**src/nngt_pkg.sv**
```systemverilog
// ----------------------------------------------------------------------------
// nngt_pkg
// Shared types and constants for the nearest-node graph table: word formats,
// request and status codes, sequencer states and distance types.
// ----------------------------------------------------------------------------
package nngt_pkg;

   localparam int MAX_NODES  = 64;
   localparam int COORD_BITS = 12;
   localparam int IDX_W      = $clog2(MAX_NODES);
   localparam int CNT_W      = $clog2(MAX_NODES + 1);
   localparam int EDGE_W     = 16;
   localparam int SQ_W       = 2 * COORD_BITS;
   localparam int DIST_W     = SQ_W + 1;
   localparam int NODE_W     = 2 * COORD_BITS;

   typedef logic [COORD_BITS-1:0] coord_type;
   typedef logic [IDX_W-1:0]      idx_type;
   typedef logic [CNT_W-1:0]      cnt_type;
   typedef logic [EDGE_W-1:0]     edge_cnt_type;
   typedef logic [DIST_W-1:0]     dist_type;
   typedef logic [MAX_NODES-1:0]  row_type;

   localparam logic [2:0] REQ_ADD_NODE   = 3'd0;
   localparam logic [2:0] REQ_EDGE_IDX   = 3'd1;
   localparam logic [2:0] REQ_EDGE_PTS   = 3'd2;
   localparam logic [2:0] REQ_NEAREST    = 3'd3;
   localparam logic [2:0] REQ_TEST_EDGE  = 3'd4;

   localparam logic [1:0] STAT_OK    = 2'd0;
   localparam logic [1:0] STAT_EMPTY = 2'd1;
   localparam logic [1:0] STAT_FULL  = 2'd2;
   localparam logic [1:0] STAT_RANGE = 2'd3;

   localparam edge_cnt_type EDGE_MAX = '1;

   typedef struct packed {
      logic [2:0] req_type;
      coord_type  coord_x;
      coord_type  coord_y;
      coord_type  coord_x2;
      coord_type  coord_y2;
      idx_type    index_a;
      idx_type    index_b;
   } req_word_type;

   typedef struct packed {
      idx_type      result_a;
      idx_type      result_b;
      logic         edge_present;
      cnt_type      node_total;
      edge_cnt_type edge_total;
      logic [1:0]   status;
   } rsp_word_type;

   // tag that rides along the distance pipeline
   typedef struct packed {
      logic    valid;
      idx_type idx;
   } dist_tag_type;

   typedef enum logic [3:0] {
      ST_IDLE,
      ST_SCAN,
      ST_LINK_RD_A,
      ST_LINK_WR_A,
      ST_LINK_RD_B,
      ST_LINK_WR_B,
      ST_TEST_RD,
      ST_TEST_CHK,
      ST_FINISH
   } state_type;

endpackage

```
**src/nngt_dist.sv**
```systemverilog
// ----------------------------------------------------------------------------
// nngt_dist
// Squared Euclidean distance unit, three stages: absolute differences,
// squares, sum. One node enters per cycle; the tag travels alongside.
// ----------------------------------------------------------------------------
module nngt_dist import nngt_pkg::*; (
   input  logic         clock,
   input  logic         reset,
   input  dist_tag_type in_tag,
   input  coord_type    node_x,
   input  coord_type    node_y,
   input  coord_type    pt_x,
   input  coord_type    pt_y,
   output dist_tag_type out_tag,
   output dist_type     out_dist
);

   dist_tag_type    tag1_ff, tag2_ff, tag3_ff;
   coord_type       dx_ff, dy_ff;
   logic [SQ_W-1:0] sqx_ff, sqy_ff;
   dist_type        sum_ff;

   always_ff @(posedge clock) begin
      if (reset) begin
         tag1_ff.valid <= 1'b0;
         tag2_ff.valid <= 1'b0;
         tag3_ff.valid <= 1'b0;
      end else begin
         tag1_ff.valid <= in_tag.valid;
         tag2_ff.valid <= tag1_ff.valid;
         tag3_ff.valid <= tag2_ff.valid;
      end
      tag1_ff.idx <= in_tag.idx;
      tag2_ff.idx <= tag1_ff.idx;
      tag3_ff.idx <= tag2_ff.idx;
      dx_ff  <= (node_x > pt_x) ? (node_x - pt_x) : (pt_x - node_x);
      dy_ff  <= (node_y > pt_y) ? (node_y - pt_y) : (pt_y - node_y);
      sqx_ff <= SQ_W'(dx_ff) * SQ_W'(dx_ff);
      sqy_ff <= SQ_W'(dy_ff) * SQ_W'(dy_ff);
      sum_ff <= {1'b0, sqx_ff} + {1'b0, sqy_ff};
   end

   assign out_tag  = tag3_ff;
   assign out_dist = sum_ff;

endmodule
```
**config.mk**
```make
export PLATFORM = sky130hd
export DESIGN_NAME = nngt_dist
export DESIGN_NICKNAME = d
export VERILOG_FILES = /design/src/nngt_pkg.sv /design/src/nngt_dist.sv
export SDC_FILE = /design/constraint.sdc
export NUM_CORES = 1
export LEC_CHECK = 0
export BUFFER_PORTS_ARGS = -buffer_cell sky130_fd_sc_hd__buf_2
export CAP_MARGIN = 15
export CELL_PAD_IN_SITES_DETAIL_PLACEMENT = 1
export CELL_PAD_IN_SITES_GLOBAL_PLACEMENT = 1
export CORE_UTILIZATION = 49
export DETAILED_ROUTE_END_ITERATION = 16
export GPL_ROUTABILITY_DRIVEN = 0
export PLACE_DENSITY = 0.86
export SLEW_MARGIN = 5
export SYNTH_ARGS = -nofsm -noshare
export SYNTH_HDL_FRONTEND = slang
export SYNTH_SLANG_ARGS = --single-unit
```
**constraint.sdc**
```tcl
create_clock -name clock -period 5.88 [get_ports clock]
set_clock_uncertainty 0.05 [all_clocks]
set_input_delay 0.882 -clock clock [delete_from_list [all_inputs] [get_ports clock]]
set_output_delay 0.882 -clock clock [all_outputs]
set_load 0.1 [all_outputs]
```
==> results.toml <==
[die]
core_um2 = 26350
fp.dieH_um = 166.9
ios = 89
std_cell_rows = 59
start_util_pct = 50.56
dieArea_um2 = 27860
die_x_um = 166.9

[clocking]
numClockSinks = 116
postCtsSetupBuffers = 0
clkSlewWorstSetupHoldPaths_ns = 0.06
cts_buffers = 17
cts_buffer_depth = 2
cts_tree = "done"
htreeDepth = 4
clockRootBuffer = "clkbuf_16"
insertion_delay_ns = 0.43
ctsResizeCount = 0
postCtsHoldBufs = 0

[worst_setup_path]
cp.required_ns = 6.18
endpoint_kind = "register"
worst_setup_path_start_kind = "register"
slowest_stage = "fa_1"
path_cells = "and2_1, fa_1, inv_1, fa_1, inv_1, fa_1, fa_1, inv_1, fa_1, inv_1, ha_1, a21o_1, or3_1, o211a_1, nor3_1, o21ai_1, a311oi_1, xnor2_1"
cp.arrival_ns = 6.00
cpMostUsedCell = "fa_1"
slowest_delay_ns = 0.59
worstSetupPathType = "register to register"
critPathMaxFanout = 12

[timing]
finalSetupTns_ns = 0
max_freq_mhz = 175.4
relSlewSlack_pct = 59.30
post-route-min-period_ns = 5.700
hold_viol = 0
worst_pin_slew_ns = 0.6105
slew_violations = 0
rsz0062_at_grt = "false"
setup_viol = 0
fin_crit_sh_pct = 96.94

[logic_synthesis]
synth_edf_count = 0
yosysTopAreaCellShare_pct = 24.34
yosysMostFrequentCell = "inv_1"
syn_nets = 1869
ys_seq_area_share_pct = 17.43
yosys-top-cells-area = "fa_1 24%, dfxtp_1 17%, ha_1 17%"
syn-cell-area_um2 = 13330
async_flop_share_pct = 0
synth_cell_types = 71
yosysWarnings = 0
synth_top_area_cell = "fa_1"
synth_cells = 1465
synth-seq-cells = 116
avgSynthCellArea_um2 = 9.096
synth_ff_type = "dfxtp_1"
synth.top_cells.by_count = "331 x inv_1, 185 x ha_1, 162 x fa_1"

[routing]
vias = 10290
ant_nets = 0
via_per_inst = 5.464
detail_route.iter0.violations = 547
drc_errors = 0
first_pass_iters = 5
wl_per_cell_um = 18.40
routed_wl_um = 34670

[global_route]
antenna_found_initial = 0
grt_overflow = 0
grt_max_degree = 17
grt_pass1_vias = 11760
grt_pass1_wl_um = 58370
grt.total_usage_pct = 26.39

[run]
max_cap_viol_count = 0

[placed_design]
hpwl_um = 25810
port-buffer-count = 88

[layout]
final_nets = 1941
area_growth_pct = 10.18
n_antenna_cell = 0
final_layout_size_suffix_gt1_share_pct = 10.01

[status]
outcome = "finished clean"

[hold_path]
hold_class = "register to register"
-- placed cells by master (no fill, tap or decap), types with 5 or more instances in the layout --
cell type and n:
inv_1 331, ha_1 185, fa_1 162, dfxtp_1 100, and2_1 89, buf_2 88
nand2_1 72, a21oi_1 59, xnor2_1 53, nor2_1 49, a21o_1 34, xor2_1 28
o21ai_0 26, nor2b_1 22, mux2i_1 18, nand3_1 17, clkbuf_16 17, dfxtp_2 16
o21ai_1 14, a31oi_1 12, nand2b_1 11, nor3_1 10, o21bai_1 10, o21a_1 8
and3_1 7, a221oi_1 6, a211oi_1 6, nand4_1 6, o211ai_1 6, o211a_1 5
-- flip-flops by register name (all words and copies together) (netlist names) --
signal,cells
dx_ff,12
dy_ff,12
out_dist,25
out_tag,7
sqx_ff,23
sqy_ff,23
tag1_ff,7
tag2_ff,7
-- worst paths after layout --
kind	depth (start not counted)	end	slack, ns	start
max	18	sqy_ff[22]$_DFF_P_	0.18	dy_ff[9]$_DFF_P_
min	0	out_tag[2]$_DFF_P_	0.28	tag2_ff[2]$_DFF_P_
max reg2reg	18	sqy_ff[22]$_DFF_P_	0.18	dy_ff[9]$_DFF_P_
min reg2reg	0	out_tag[2]$_DFF_P_	0.28	tag2_ff[2]$_DFF_P_
-- worst max-delay path, delay by kind of cell (launching register included) --
kind | cells | cell delay, ns
xor gates and xnor gates | 1 | 0.15
adders and majority gates | 6 | 2.88
and+or+nand+nor | 3 | 0.81
AOI/OAI and AO/OA | 4 | 1.05
buffers and inverters | 4 | 0.23
DFF | 1 | 0.44
-- metrics by stage --
stage          std cells  instance area, µm²  setup slack [ns]  hold WS (ns)  util (%)
2_1_floorplan       1465               13330            0.6465        0.2596         -
6_report            1884               14680            0.1798        0.2755     55.71
5_1_grt             1884               14680          0.008049        0.2829     55.71
3_3_place_gp        1853               14040            0.4828        0.2596     53.29
4_1_cts             1884               14660           0.07565        0.2784     55.62
3_5_place_dp        1853               14040            0.2106        0.2632     53.29
-- layout make-up --
type	count	area [µm²]
clock buffers	21	460.4
well taps	335	419.2
flip-flops and latches	116	2342
repair buffers	91	462.9
clock inverters	10	155.1
multi-input cells	979	9595
inverters	332	1246
fillers	3054	11670
-- per-layer routing --
| layer | track usage, % | vias to the layer above | part of all wire, % |
|---|---|---|---|
| met1 | 31.23 | 5122 | 41 |
| met2 | 47.68 | 294 | 51 |
| met4 | 11.43 | 0 | 3.8 |
| li1 | - | 4781 | - |
| met3 | 3.470 | 97 | 3.7 |
| met5 | 0 | - | 0 |
-- cells by family after synthesis --
logic type | synth area share (%)
buffers and inverters | 10.58
adder cells (fa/ha/maj) | 41.71
AND/OR/NAND/NOR | 12.23
AO/OA/AOI/OAI | 11.03
flip-flops | 17.43
XOR/XNOR | 5.324
multiplexers | 1.690
Power is left out: the tool's default activity adds up to more than one toggle a clock period on the data nets, which glitch-free logic cannot reach.
